File: src/tis_pkg.sv
// shared types and constants for the infection spread core
`timescale 1ns / 1ps

package tis_pkg;

   localparam int NODE_W     = 10;
   localparam int FIELD_DAY_W = 16;
   localparam int PERIOD_W   = 16;
   localparam int CSR_DATA_W = 32;
   localparam int CSR_ADDR_W = 4;

   // register word indexes (byte address / 4)
   localparam logic [1:0] REG_INDEX_NODE = 2'd0;
   localparam logic [1:0] REG_INDEX_DAY  = 2'd1;
   localparam logic [1:0] REG_PERIOD     = 2'd2;

   typedef struct packed {
      logic [NODE_W-1:0]      index_node;
      logic [FIELD_DAY_W-1:0] index_day;
      logic [PERIOD_W-1:0]    period;
   } tis_cfg_type;

   typedef struct packed {
      logic capture;     // latch edge fields, read source entry
      logic clear;       // sweep write of the node table
      logic mark_run;    // sweep belongs to a run start, mark the index node
      logic fetch;       // read target entry
      logic eval;        // decide, write target, emit result
      logic start_done;  // emit the start result
   } tis_cmd_type;

   typedef struct packed {
      logic clr_last;
   } tis_stat_type;

endpackage

File: src/tis_csr.sv
// configuration register file on the apb-style port
`timescale 1ns / 1ps

module tis_csr (
   input  logic                                clock,
   input  logic                                reset,
   input  logic                                psel,
   input  logic                                penable,
   input  logic                                pwrite,
   input  logic [tis_pkg::CSR_ADDR_W-1:0]      paddr,
   input  logic [tis_pkg::CSR_DATA_W-1:0]      pwdata,
   output logic [tis_pkg::CSR_DATA_W-1:0]      prdata,
   output logic                                pready,
   output tis_pkg::tis_cfg_type                cfg
);

   tis_pkg::tis_cfg_type cfg_ff;
   logic [1:0]           reg_idx;
   logic                 wr_en;

   assign reg_idx = paddr[3:2];
   assign wr_en   = psel && penable && pwrite;
   assign pready  = 1'b1;
   assign cfg     = cfg_ff;

   always_ff @(posedge clock) begin
      if (reset) begin
         cfg_ff.index_node <= '0;
         cfg_ff.index_day  <= '0;
         cfg_ff.period     <= tis_pkg::PERIOD_W'(1);
      end else if (wr_en) begin
         case (reg_idx)
            tis_pkg::REG_INDEX_NODE: cfg_ff.index_node <= pwdata[tis_pkg::NODE_W-1:0];
            tis_pkg::REG_INDEX_DAY:  cfg_ff.index_day  <= pwdata[tis_pkg::FIELD_DAY_W-1:0];
            tis_pkg::REG_PERIOD:     cfg_ff.period     <= pwdata[tis_pkg::PERIOD_W-1:0];
            default: ;
         endcase
      end
   end

   always_comb begin
      case (reg_idx)
         tis_pkg::REG_INDEX_NODE: prdata = tis_pkg::CSR_DATA_W'(cfg_ff.index_node);
         tis_pkg::REG_INDEX_DAY:  prdata = tis_pkg::CSR_DATA_W'(cfg_ff.index_day);
         tis_pkg::REG_PERIOD:     prdata = tis_pkg::CSR_DATA_W'(cfg_ff.period);
         default:                 prdata = '0;
      endcase
   end

endmodule

File: config.mk
export PLATFORM = sky130hd
export DESIGN_NAME = tis_csr
export DESIGN_NICKNAME = d
export VERILOG_FILES = /design/src/tis_pkg.sv /design/src/tis_csr.sv
export SDC_FILE = /design/constraint.sdc
export NUM_CORES = 1
export LEC_CHECK = 0
export BUFFER_PORTS_ARGS = -buffer_cell sky130_fd_sc_hd__buf_2
export CORE_ASPECT_RATIO = 0.7
export CORE_MARGIN = 5
export CORE_UTILIZATION = 31
export DETAILED_ROUTE_END_ITERATION = 10
export PLACE_DENSITY_LB_ADDON = 0.08
export SYNTH_ARGS = -nofsm -noshare
export SYNTH_HDL_FRONTEND = slang
export SYNTH_SLANG_ARGS = --single-unit
File: constraint.sdc
create_clock -name clock -period 0.85 [get_ports clock]
set_input_delay 0.0425 -clock clock [delete_from_list [all_inputs] [get_ports clock]]
set_output_delay 0.0425 -clock clock [all_outputs]
set_load 0.02 [all_outputs]
==> flow_metrics.py <==
metrics = {
    "logic_synthesis": {
        "ys_warn_count": 0,
        "ys_ff_latch": 42,
        "synth.avg_cell_area_um2": 9.76,
        "synthesis.area_um2": 2130,
        "yosysSeqAreaShare_pct": 39.5,
        "synth.distinct_cells": 17,
        "syn_inst": 218,
    },
    "clocking": {
        "clkSinkCount": 42,
        "cts-root-buf": "clkbuf_8",
        "h-tree-depth": 2,
        "holdBufCountCts": 0,
        "clk_pin_slew_worst_paths_ps": 80,
        "cts_tree": "yes",
        "worstSkewPairLatency_ps": 290,
        "clockBufferDepth": 2,
        "cts_made_buffers": 5,
    },
    "global_route": {
        "grt_max_degree": 42,
        "track_usage_pct": 14.4,
        "grt_pass1_vias": 1904,
        "grt_overflow_total": 0,
        "antenna_found_initial": 0,
        "grt_pass1_wl_mm": 9.63,
    },
    "critical_path": {
        "crit_family": "flip-flops",
        "path_class": "flip-flop to output port",
        "cp_max_fo": 2,
        "cp_slowest_cell": "dfxtp_2",
        "worst_setup_path_start_kind": "flip-flop",
        "cp.required_ps": 810,
        "path_buf_inv": 1,
        "critPathArrivalTime_ps": 1040,
        "critPathMaxStageDelay_ps": 340,
        "path_cells": "mux2i_2 > o21ai_2 > buf_6",
        "end_kind": "output port",
    },
    "sta": {
        "setup_violations": 44,
        "min_period_ps": 1080,
        "finalHoldViolCount": 0,
        "rsz0062_at_grt": "yes",
        "finClkSkew_ps": 0,
        "tns_ps": -4410,
        "finalCritPeriodShare_pct": 128,
        "fmax_mhz": 922,
        "fin_ws_ps": -234,
        "drv_slew": 0,
        "fin_hold_ws_ps": 24.6,
    },
    "place": {
        "portBuffers": 80,
        "place_congestion": 0.708,
        "placed_area_um2": 2810,
        "dpl.cell_count": 407,
        "place_hpwl_mm": 4.42,
        "pre_cts_slack_ps": -189,
    },
    "cells_and_area": {
        "largest_register_ffs": 42,
        "final_net_count": 389,
        "nFillCells": 611,
        "drive_above_1_share_pct": 60.5,
        "antennaDiodeCount": 0,
        "postLayoutCellArea_um2": 3650,
        "finalNonFillerCells": 443,
        "utilization_pct": 54.3,
        "area_growth_pct": 71.7,
        "final_common_cell": "buf_6",
        "mostFrequentLayoutCells": "buf_6, nand2b_1, mux2i_1",
    },
    "detailed_routing": {
        "vias": 1890,
        "postRouteAntennaNets": 0,
        "wl_per_cell_um": 14.1,
        "drt-pass1-iter-count": 4,
        "viasPerCell": 4.27,
        "drt_iter0_markers": 75,
        "drc": 0,
        "drt_wl_total_mm": 6.24,
    },
    "pwr": {
        "report.power.total_mw": 3.99,
        "vdd_drop_max_v": 0.000545,
        "power_density_nw_per_um2": 1090,
        "power_leakage_nw": 1.73,
    },
    "die": {
        "dieArea_um2": 8650,
        "die_x_um": 109,
        "ios": 116,
        "fp.coreArea_um2": 6730,
        "start_util_pct": 31.6,
        "rows": 25,
        "die_h_um": 79.3,
    },
    "run": {
        "drv_cap": 0,
    },
    "outcome": {
        "violations": "negative setup slack",
        "status": "complete, but fails checks",
    },
    "min_path": {
        "hold_class": "input pin to flip-flop",
    },
}
-- routing by layer --
metal  global-route usage [%]  wire (um)  vias to the layer above
li1                         -          -                      952
met1                     19.6       2990                      880
met2                     22.1       2770                       53
met3                     4.79        438                        5
met4                     3.40         42                        0
met5                        0          0                        -
-- layout make-up --
class / count / area [um2] / share of cell area (%)
Sequential cell: 42 / 893 / 24.5
Tap cell: 94 / 118 / 3.22
Clock buffer: 7 / 86.3 / 2.36
Clock inverter: 1 / 5.00 / 0.137
Timing Repair Buffer: 139 / 1320 / 36.2
Multi-Input combinational cell: 160 / 1230 / 33.7
-- worst paths after layout --
kind	from	endpoint	slack (ps)	cells past startpoint
worst max-delay path	cfg[33]	prdata[1]	-230	3
worst min-delay path	pwdata[0]	cfg[0]	20	3
worst max register to register	cfg[38]	cfg[38]	40	4
worst min register to register	cfg[26]	cfg[26]	490	2
-- Yosys cell counts, drive strengths merged --
cell / count / area share, %
a22o: 6 / 2.5
dfxtp: 42 / 40
nand3: 1 / 0.23
nor2b: 2 / 0.59
conb: 2 / 0.35
nand2: 10 / 1.8
clkbuf: 8 / 1.4
nor2: 2 / 0.35
nor3b: 1 / 0.35
o21ai: 10 / 2.4
or3: 1 / 0.29
buf: 23 / 8.1
nand2b: 57 / 17
mux2i: 52 / 24
nand4: 1 / 1.0
-- worst register-to-register path, stage by stage, from the launching register on --
cell and delay [ps]:
dfxtp_2 360, buf_6 110, buf_6 80, nand2b_1 40
mux2i_1 150
-- power breakdown --
part	switching (mW)	internal [mW]
clock network	0.696	0.656
registers	0.0219	1.99
logic	0.332	0.291
-- repair_timing --
item | 4_1_cts | 5_1_grt
setup endpoints to repair | 58 | 55
setup buffers | 21 | 13
pin swaps | 1 | 1
resized for setup | 171 | 27
-- cell families (layout without fill, tap and decap cells) --
group / Yosys count / in the layout / synth area share (%)
buffers and inverters: 31 / 147 / 9.52
AO/OA/AOI/OAI: 16 / 16 / 4.82
other: 2 / 17 / 0.353
multiplexers: 52 / 52 / 24.5
flip-flops: 42 / 42 / 39.5
AND/OR/NAND/NOR: 75 / 75 / 21.3
Note: power is estimated with default switching activity, not from simulation.
