**src/tis_pkg.sv**
```systemverilog
// shared types and constants for the infection spread core
`timescale 1ns / 1ps

package tis_pkg;

   localparam int NODE_W     = 10;
   localparam int FIELD_DAY_W = 16;
   localparam int PERIOD_W   = 16;
   localparam int CSR_DATA_W = 32;
   localparam int CSR_ADDR_W = 4;

   // register word indexes (byte address / 4)
   localparam logic [1:0] REG_INDEX_NODE = 2'd0;
   localparam logic [1:0] REG_INDEX_DAY  = 2'd1;
   localparam logic [1:0] REG_PERIOD     = 2'd2;

   typedef struct packed {
      logic [NODE_W-1:0]      index_node;
      logic [FIELD_DAY_W-1:0] index_day;
      logic [PERIOD_W-1:0]    period;
   } tis_cfg_type;

   typedef struct packed {
      logic capture;     // latch edge fields, read source entry
      logic clear;       // sweep write of the node table
      logic mark_run;    // sweep belongs to a run start, mark the index node
      logic fetch;       // read target entry
      logic eval;        // decide, write target, emit result
      logic start_done;  // emit the start result
   } tis_cmd_type;

   typedef struct packed {
      logic clr_last;
   } tis_stat_type;

endpackage

```
**src/tis_ctrl.sv**
```systemverilog
// controller state machine: table sweep, edge fetch and evaluate sequence
`timescale 1ns / 1ps

module tis_ctrl (
   input  logic                  clock,
   input  logic                  reset,
   input  logic                  start,
   input  logic                  req_func,
   input  tis_pkg::tis_stat_type stat,
   output logic                  busy,
   output tis_pkg::tis_cmd_type  cmd
);

   typedef enum logic [1:0] {
      S_CLEAR,
      S_IDLE,
      S_FETCH,
      S_EVAL
   } state_type;

   state_type state_ff, state_in;
   logic      busy_ff;
   logic      run_ff;
   logic      accept;

   assign accept = start && !busy_ff;
   assign busy   = busy_ff;

   always_comb begin
      state_in       = state_ff;
      cmd            = '0;
      cmd.mark_run   = run_ff;
      case (state_ff)
         S_CLEAR: begin
            cmd.clear = 1'b1;
            if (stat.clr_last) begin
               state_in       = S_IDLE;
               cmd.start_done = run_ff;
            end
         end
         S_IDLE: begin
            if (accept) begin
               if (req_func) begin
                  state_in = S_CLEAR;
               end else begin
                  state_in    = S_FETCH;
                  cmd.capture = 1'b1;
               end
            end
         end
         S_FETCH: begin
            cmd.fetch = 1'b1;
            state_in  = S_EVAL;
         end
         S_EVAL: begin
            cmd.eval = 1'b1;
            state_in = S_IDLE;
         end
         default: state_in = S_IDLE;
      endcase
   end

   // the sweep after reset only clears; later sweeps also mark the index node
   always_ff @(posedge clock) begin
      if (reset) begin
         state_ff <= S_CLEAR;
         busy_ff  <= 1'b1;
         run_ff   <= 1'b0;
      end else begin
         state_ff <= state_in;
         busy_ff  <= (state_in != S_IDLE);
         if (accept && req_func) begin
            run_ff <= 1'b1;
         end
      end
   end

endmodule

```
**config.mk**
```make
export PLATFORM = sky130hd
export DESIGN_NAME = tis_ctrl
export DESIGN_NICKNAME = d
export VERILOG_FILES = /design/src/tis_pkg.sv /design/src/tis_ctrl.sv
export SDC_FILE = /design/constraint.sdc
export NUM_CORES = 1
export LEC_CHECK = 0
export BUFFER_PORTS_ARGS = -buffer_cell sky130_fd_sc_hd__buf_4
export CAP_MARGIN = 0
export CORE_AREA = 4 4 41 43
export CTS_CLUSTER_SIZE = 12
export DETAILED_ROUTE_END_ITERATION = 7
export DIE_AREA = 0 0 45 47
export GPL_ROUTABILITY_DRIVEN = 0
export SYNTH_ARGS = -nofsm -noshare
export SYNTH_HDL_FRONTEND = slang
export SYNTH_SLANG_ARGS = --single-unit
```
**constraint.sdc**
```tcl
create_clock -name clock -period 1.3 [get_ports clock]
set_input_delay 0.13 -clock clock [delete_from_list [all_inputs] [get_ports clock]]
set_output_delay 0.13 -clock clock [all_outputs]
set_load 0.1 [all_outputs]
```
==> run summary, run 1 <==
Timing
* period utilisation layout: 116%
* peak clock frequency supported by timing: 0.665 GHz
* Final min period: 1500 ps
* PnR worst setup slack: -203 ps
* transition time at the pin with the least slew margin: 271 ps
* RSZ-0062 raised after global routing: yes
* post-route worst hold slack: 98.1 ps
* final setup violation count: 1
* final clock skew: 8.31 ps
* final hold violations: 0
* worst relative slew slack: 81.7%
* Final Max Tran Viols: 0

Layout
* number of standard cells in the final layout excluding fillers: 55
* Area growth, synth to finish: 102%
* share of post-route cells with drive strength above 1: 70.0%
* cell area after layout: 422 sq um
* antenna diode count: 0
* net count of the finished layout: 46

GRT
* grt ovf: 0
* number of global-route vias before repair: 223
* GRT Total Usage: 6.72%
* antenna violations before repair: 0
* wire length of the first global-routing pass: 945 um
* largest net degree at the start of global routing: 8

Route
* number of vias after detailed routing: 230
* Routed Antenna Nets: 0
* Wirelength per Cell: 10.6 um
* length of the first detailed-routing pass in iterations: 1
* final routed DRC violation total: 0
* violation count after the first detailed-route iteration: 0
* final WL: 581 um
* per-cell via count in the routed design: 4.18

Setup path
* crit path kind: flop to output pin
* Critical Path Sink Type: output pin
* R2R Setup Slk: 190 ps
* crit start category: flop
* Worst Path Required: 1170 ps
* worst path arrival time: 1370 ps
* largest fanout on the critical path: 2

Job
* max-capacitance violation count: 0

Floorplan
* floorplan die width: 45 um
* top-level I/O count: 12
* height of the die: 47 um
* Starting Density: 16.1%
* core area: 0.00130 sq mm
* Die ar.: 0.00212 sq mm
* num rows: 13

CTS
* buffers inserted during post-CTS setup optimization: 0
* clock tree from TritonCTS: yes
* Clock Sinks: 4
* clock insertion delay at the later pin of the skew report: 240 ps
* Num CTS Buffers: 3
* CTS Hold Bufs: 0
* H-Tree Depth: 1
* maximum clock insertion buffer count: 2
* root buf cell: clkbuf_4
* clock transition time at the flip-flop clock pins of the worst setup and hold paths: 40 ps

Logic synthesis
* Syn Std Cell Area: 209 sq um
* #FFs+latches synth: 4
* sequential-to-total area share from yosys stat: 38.3%
* per-instance average area after synthesis: 9.50 sq um
* Synth warnings: 0
* number of instances in the synthesized netlist: 22
* number of different library cells in the post-synthesis netlist: 17
* number of nets produced by synthesis: 27

Power
* Static Leakage: 0.176 nW
* Power per Cell Area: 1080 mW/mm^2
* largest voltage drop on the vdd net: 0.000295 V

Hold path
* min-delay worst type: input pin to flop

Placed design
* placed cell areas: 360 sq um
* placed instance count: 51
* HPWL reported at the end of detailed placement: 473 um
* Port Buffer Count: 11
* Setup WS pre-CTS: -32.6 ps

Run status
* failing checks: setup timing
* result of the run: finished with violations

cell type report:
class	instances	area, sq um
clock buffer	4	26.3
fill	144	880
inverter	2	7.51
timing repair buffer	15	141
sequential	4	86.3
tap	15	18.8
multi-input combinational	15	141
registers in the layout (all words and copies together), names as in the netlist:
name      count
run_ff        1
busy          1
state_ff      2
worst paths after layout:
kind,to,startpoint,cells past startpoint
setup reg to reg,busy,state_ff[1],3
hold reg to reg,run_ff,run_ff,2
hold / removal,run_ff,reset,2
setup / recovery,cmd[5],state_ff[1],3
cells in the mapped netlist:
library cell  number  share of area [%]
dfxtp_1            4                 38
and4bb_2           1                6.0
nor2b_1            1                3.0
nor4b_1            1                4.2
buf_4              1                3.6
or3b_1             1                4.2
nand3b_1           1                3.6
nor3b_2            1                6.0
o2bb2ai_1          1                4.2
a31oi_1            1                3.0
or3b_4             1                5.4
and2_1             1                3.0
nor3_1             2                4.8
a21oi_1            1                2.4
inv_1              2                3.6
and3_1             1                3.0
nor2_1             1                1.8
per-layer routing:
layer  part of all wire, %  GRT usage [%]  vias to the layer above
met5                     0              0                        -
met4                     0           5.26                        0
met3                    15           4.21                        0
met2                    40           7.91                       11
met1                    45           8.43                       99
li1                      -              -                      120
layout by cell type (no fill, tap or decap), drive strengths merged, types with 2 or more instances in the layout:
cell type | netlist | layout
or3b | 2 | 2
buf | 1 | 15
nor3 | 2 | 2
clkbuf | 0 | 4
inv | 2 | 2
dfxtp | 4 | 4
metrics by stage:
stage	setup TNS, ps	total power, mW	utilization (%)
2_1_floorplan	-890	0.240	-
3_3_place_gp	-22.4	0.282	27.7
3_5_place_dp	-32.6	0.282	27.7
6_report	-203	0.455	32.4
5_1_grt	-270	0.477	32.4
4_1_cts	-233	0.464	32.4
repair_timing:
action / CTS / global route
resized for setup: 10 / 0
pin swaps: 2 / 2
endpoints found under the setup margin: 4 / 2
gates cloned: 0 / 0
worst max-delay path: stages, from the launching register on:
cell and delay (ps):
dfxtp_2 310, or3b_4 410, nor3b_4 210, buf_12 200
logic make-up after synthesis:
kind of cell           synth area share [%]
DFF                                    38.3
AOI/OAI and AO/OA                      9.58
and+or+nand+nor                        44.9
buffers and inverters                  7.19
power by group:
part / total (mW) / internal [mW] / switching [mW]
clock: 0.169 / 0.115 / 0.0532
combinational: 0.145 / 0.0505 / 0.0941
sequential: 0.142 / 0.132 / 0.00986
total: 0.455 / 0.298 / 0.157
Power figures use the tool's default switching activity.
==> run 2: changes to the inputs <==
--- a/config.mk
+++ b/config.mk
@@ -5,6 +5,7 @@
 export SDC_FILE = /design/constraint.sdc
 export NUM_CORES = 1
 export LEC_CHECK = 0
+export ABC_AREA = 1
 export BUFFER_PORTS_ARGS = -buffer_cell sky130_fd_sc_hd__buf_4
 export CAP_MARGIN = 0
 export CORE_AREA = 4 4 41 43
==> run summary, run 2 <==
Setup path
* crit path kind: flop to output pin, unchanged
* worst path arrival time: 1120 ps, was 1370 ps
* crit start category: flop, unchanged
* cell family contributing the most delay on the critical path: flip-flops, was simple AND/OR/NAND/NOR gates
* largest incremental delay on the critical path: 370 ps, was 410 ps
* R2R Setup Slk: 390 ps, was 190 ps
* Worst Path Required: 1170 ps, about the same
* Critical Path Sink Type: output pin, unchanged
* slowest cell on the critical path: dfxtp_4, was or3b_4
* list of cells traversed by the critical path: nor2_2 -> nand3_2 -> clkinvlp_4 -> buf_12, was or3b_4 -> nor3b_4 -> buf_12
* Buffers & Inverters on Critical Path: 2, was 1
* largest fanout on the critical path: 5, was 2

Timing
* final hold violations: 0, unchanged
* peak clock frequency supported by timing: 0.800 GHz, was 0.665 GHz
* transition time at the pin with the least slew margin: 278 ps, was 271 ps
* Final min period: 1250 ps, was 1500 ps
* Final Max Tran Viols: 0, unchanged
* final clock skew: 10.8 ps, was 8.31 ps
* RSZ-0062 raised after global routing: no, was yes
* worst relative slew slack: 81.6%, was 81.7%
* PnR worst setup slack: 49.3 ps, was -203 ps
* period utilisation layout: 96.2%, was 116%
* final setup violation count: 0, was 1
* total negative slack: 0 ps, was -203 ps

GRT
* grt ovf: 0, unchanged
* GRT Total Usage: 5.76%, was 6.72%
* M2 GR Usage: 8.47%, was 7.91%
* wire length of the first global-routing pass: 779 um, was 945 um
* met3 track demand over resource: 3.45%, was 4.21%
* highest-utilization routing layer at the global route stage: met2, was met1
* number of global-route vias before repair: 197, was 223
* met1 capacity usage during global routing: 5.67%, was 8.43%
* largest net degree at the start of global routing: 6, was 8
* antenna violations before repair: 0, unchanged

CTS
* clock tree from TritonCTS: yes, unchanged
* clock transition time at the flip-flop clock pins of the worst setup and hold paths: 50 ps, was 40 ps
* root buf cell: clkbuf_4, unchanged
* maximum clock insertion buffer count: 2, unchanged
* H-Tree Depth: 1, unchanged
* Clock Sinks: 4, unchanged
* Num CTS Buffers: 3, unchanged
* clock insertion delay at the later pin of the skew report: 240 ps, about the same

Logic synthesis
* share of the synthesized area in the top cell type: 40.3%, was 38.3%
* Synth warnings: 0, unchanged
* number of instances in the synthesized netlist: 28, was 22
* library cell with the highest instance count after synthesis: inv_1, was dfxtp_1
* parity-gate share of the synthesized area counting xor and xnor cells: 0%, unchanged
* sequential-to-total area share from yosys stat: 40.3%, was 38.3%
* mux share of post-synthesis cell area: 0%, unchanged
* number of different library cells in the post-synthesis netlist: 13, was 17
* Syn Std Cell Area: 199 sq um, was 209 sq um
* count of flip-flops with a built-in enable after synthesis: 0, unchanged
* number of nets produced by synthesis: 33, was 27
* top_reg_cell synth: dfxtp_1, unchanged
* top cells by area in the synthesized netlist: dfxtp_1, inv_1, nand2_1, was dfxtp_1, and4bb_2, nor3b_2
* Post-synth ARST share: 0%, unchanged
* #FFs+latches synth: 4, unchanged
* main combinational cell family by area after synthesis: simple AND/OR/NAND/NOR gates, unchanged
* Compound-Gate Fraction of Synth Area: 6.92%, was 9.58%
* adder and majority cell fraction of the synthesized area: 0%, unchanged
* fraction of the mapped netlist area in simple logic gates: 32.1%, was 44.9%
* per-instance average area after synthesis: 7.11 sq um, was 9.50 sq um
* commonest cells in the netlist: inv_1, nand2_1, dfxtp_1, was dfxtp_1, inv_1, nor3_1
* cell type with the largest total area after synthesis: dfxtp_1, unchanged

Route
* final WL: 492 um, was 581 um
* per-cell via count in the routed design: 3.72, was 4.18
* length of the first detailed-routing pass in iterations: 4, was 1
* violation count after the first detailed-route iteration: 4, was 0
* final routed DRC violation total: 0, unchanged
* Wirelength per Cell: 8.48 um, was 10.6 um
* number of vias after detailed routing: 216, was 230
* Routed Antenna Nets: 0, unchanged

Placed design
* placed instance count: 53, was 51
* HPWL reported at the end of detailed placement: 403 um, was 473 um
* Port Buffer Count: 11, unchanged
* Setup WS pre-CTS: 152 ps, was -32.6 ps

Job
* max-capacitance violation count: 0, unchanged

Power
* Static Leakage: 0.186 nW, was 0.176 nW
* Power per Cell Area: 1130 mW/mm^2, was 1080 mW/mm^2
* largest voltage drop on the vdd net: 0.000297 V, was 0.000295 V

Layout
* antenna diode count: 0, unchanged
* most used cells in the layout excluding fill and tap cells: buf_4, inv_1, nand2_1, was buf_4, clkbuf_4
* commonest non-fill, non-tap cell in the layout: buf_4, unchanged
* area used by multi-input combinational logic: 105 sq um, was 141 sq um
* FF+latch area: 92.6 sq um, was 86.3 sq um
* net count of the finished layout: 49, was 46
* final-layout fill cell count: 147, was 144
* register with the most flip-flops: state_ff, unchanged
* share of post-route cells with drive strength above 1: 62.8%, was 70.0%
* number of standard cells in the final layout excluding fillers: 58, was 55
* Area growth, synth to finish: 96.2%, was 102%
* max FFs per register: 2, unchanged

Run status
* result of the run: finished, final reports clean, was finished with violations

Floorplan
* Die ar.: 0.00212 sq mm, unchanged
* Starting Density: 15.3%, was 16.1%
* core area: 0.00130 sq mm, unchanged
* num rows: 13, unchanged
* top-level I/O count: 12, unchanged
* height of the die: 47 um, unchanged
* floorplan die width: 45 um, unchanged

Hold path
* min-delay worst type: input pin to flop, unchanged

[run 2: cell count changes after synthesis, sizes merged, moves of 2 or more]
cell	previous run	this run
inv	2	9
nand2	0	5
nor2	1	3
nor3	2	0
or3b	2	0
[run 2: where the power goes]
part	total (mW)	leakage, nW	switching (mW)	internal [mW]
sequential	0.139	0.0349	0.00915	0.130
clock	0.171	0.0150	0.0551	0.115
combinational	0.131	0.136	0.0941	0.0366
total	0.440	0.186	0.158	0.282
[run 2: routing by layer]
layer  up-vias  routed length, um
met5         -                  0
met4         0                  0
met3         0                 43
met2         7                251
met1        97                197
li1        112                  -
[run 2: worst register-to-register path, stage by stage, from the launching register on]
cell     delay, ps
dfxtp_4        350
buf_4          140
nor2_4          80
nand2_1         70
and3_1         170
[run 2: final timing paths]
kind                    start           to  depth (start not counted)
setup reg to reg  state_ff[0]  state_ff[0]                          4
hold reg to reg        run_ff       run_ff                          2
hold / removal          reset  state_ff[1]                          2
setup / recovery  state_ff[1]       cmd[5]                          4
[run 2: cell type report]
class                           count  area share (%)
Tap cell                           15            4.81
Sequential cell                     4            23.7
Clock buffer                        4            6.73
Multi-Input combinational cell     14            26.9
Timing Repair Buffer               12            28.2
Inverter                            9            9.62
[run 2: timing repair]
action                                  CTS  global route
pin swaps                                 0             0
gates resized for setup                   5             5
hold buffers                              0             0
buffers inserted                          0             1
endpoints found under the setup margin    3             3
[run 2: cell families (layout without fill, tap and decap cells)]
family	count (synthesis)	after routing
flops	4	4
buf+inv	10	25
compound gates	2	2
simple gates	12	12
[run 2: stage by stage]
stage | total power, mW | hold WS, ps | area [sq um] | utilization (%)
5_1_grt | 0.471 | 44.7 | 390 | 30.0
3_3_place_gp | 0.265 | 313 | 324 | 24.9
3_5_place_dp | 0.265 | 315 | 324 | 24.9
4_1_cts | 0.444 | 49.5 | 367 | 28.2
6_report | 0.440 | 58.6 | 390 | 30.0
2_1_floorplan | 0.238 | 192 | 230 | -
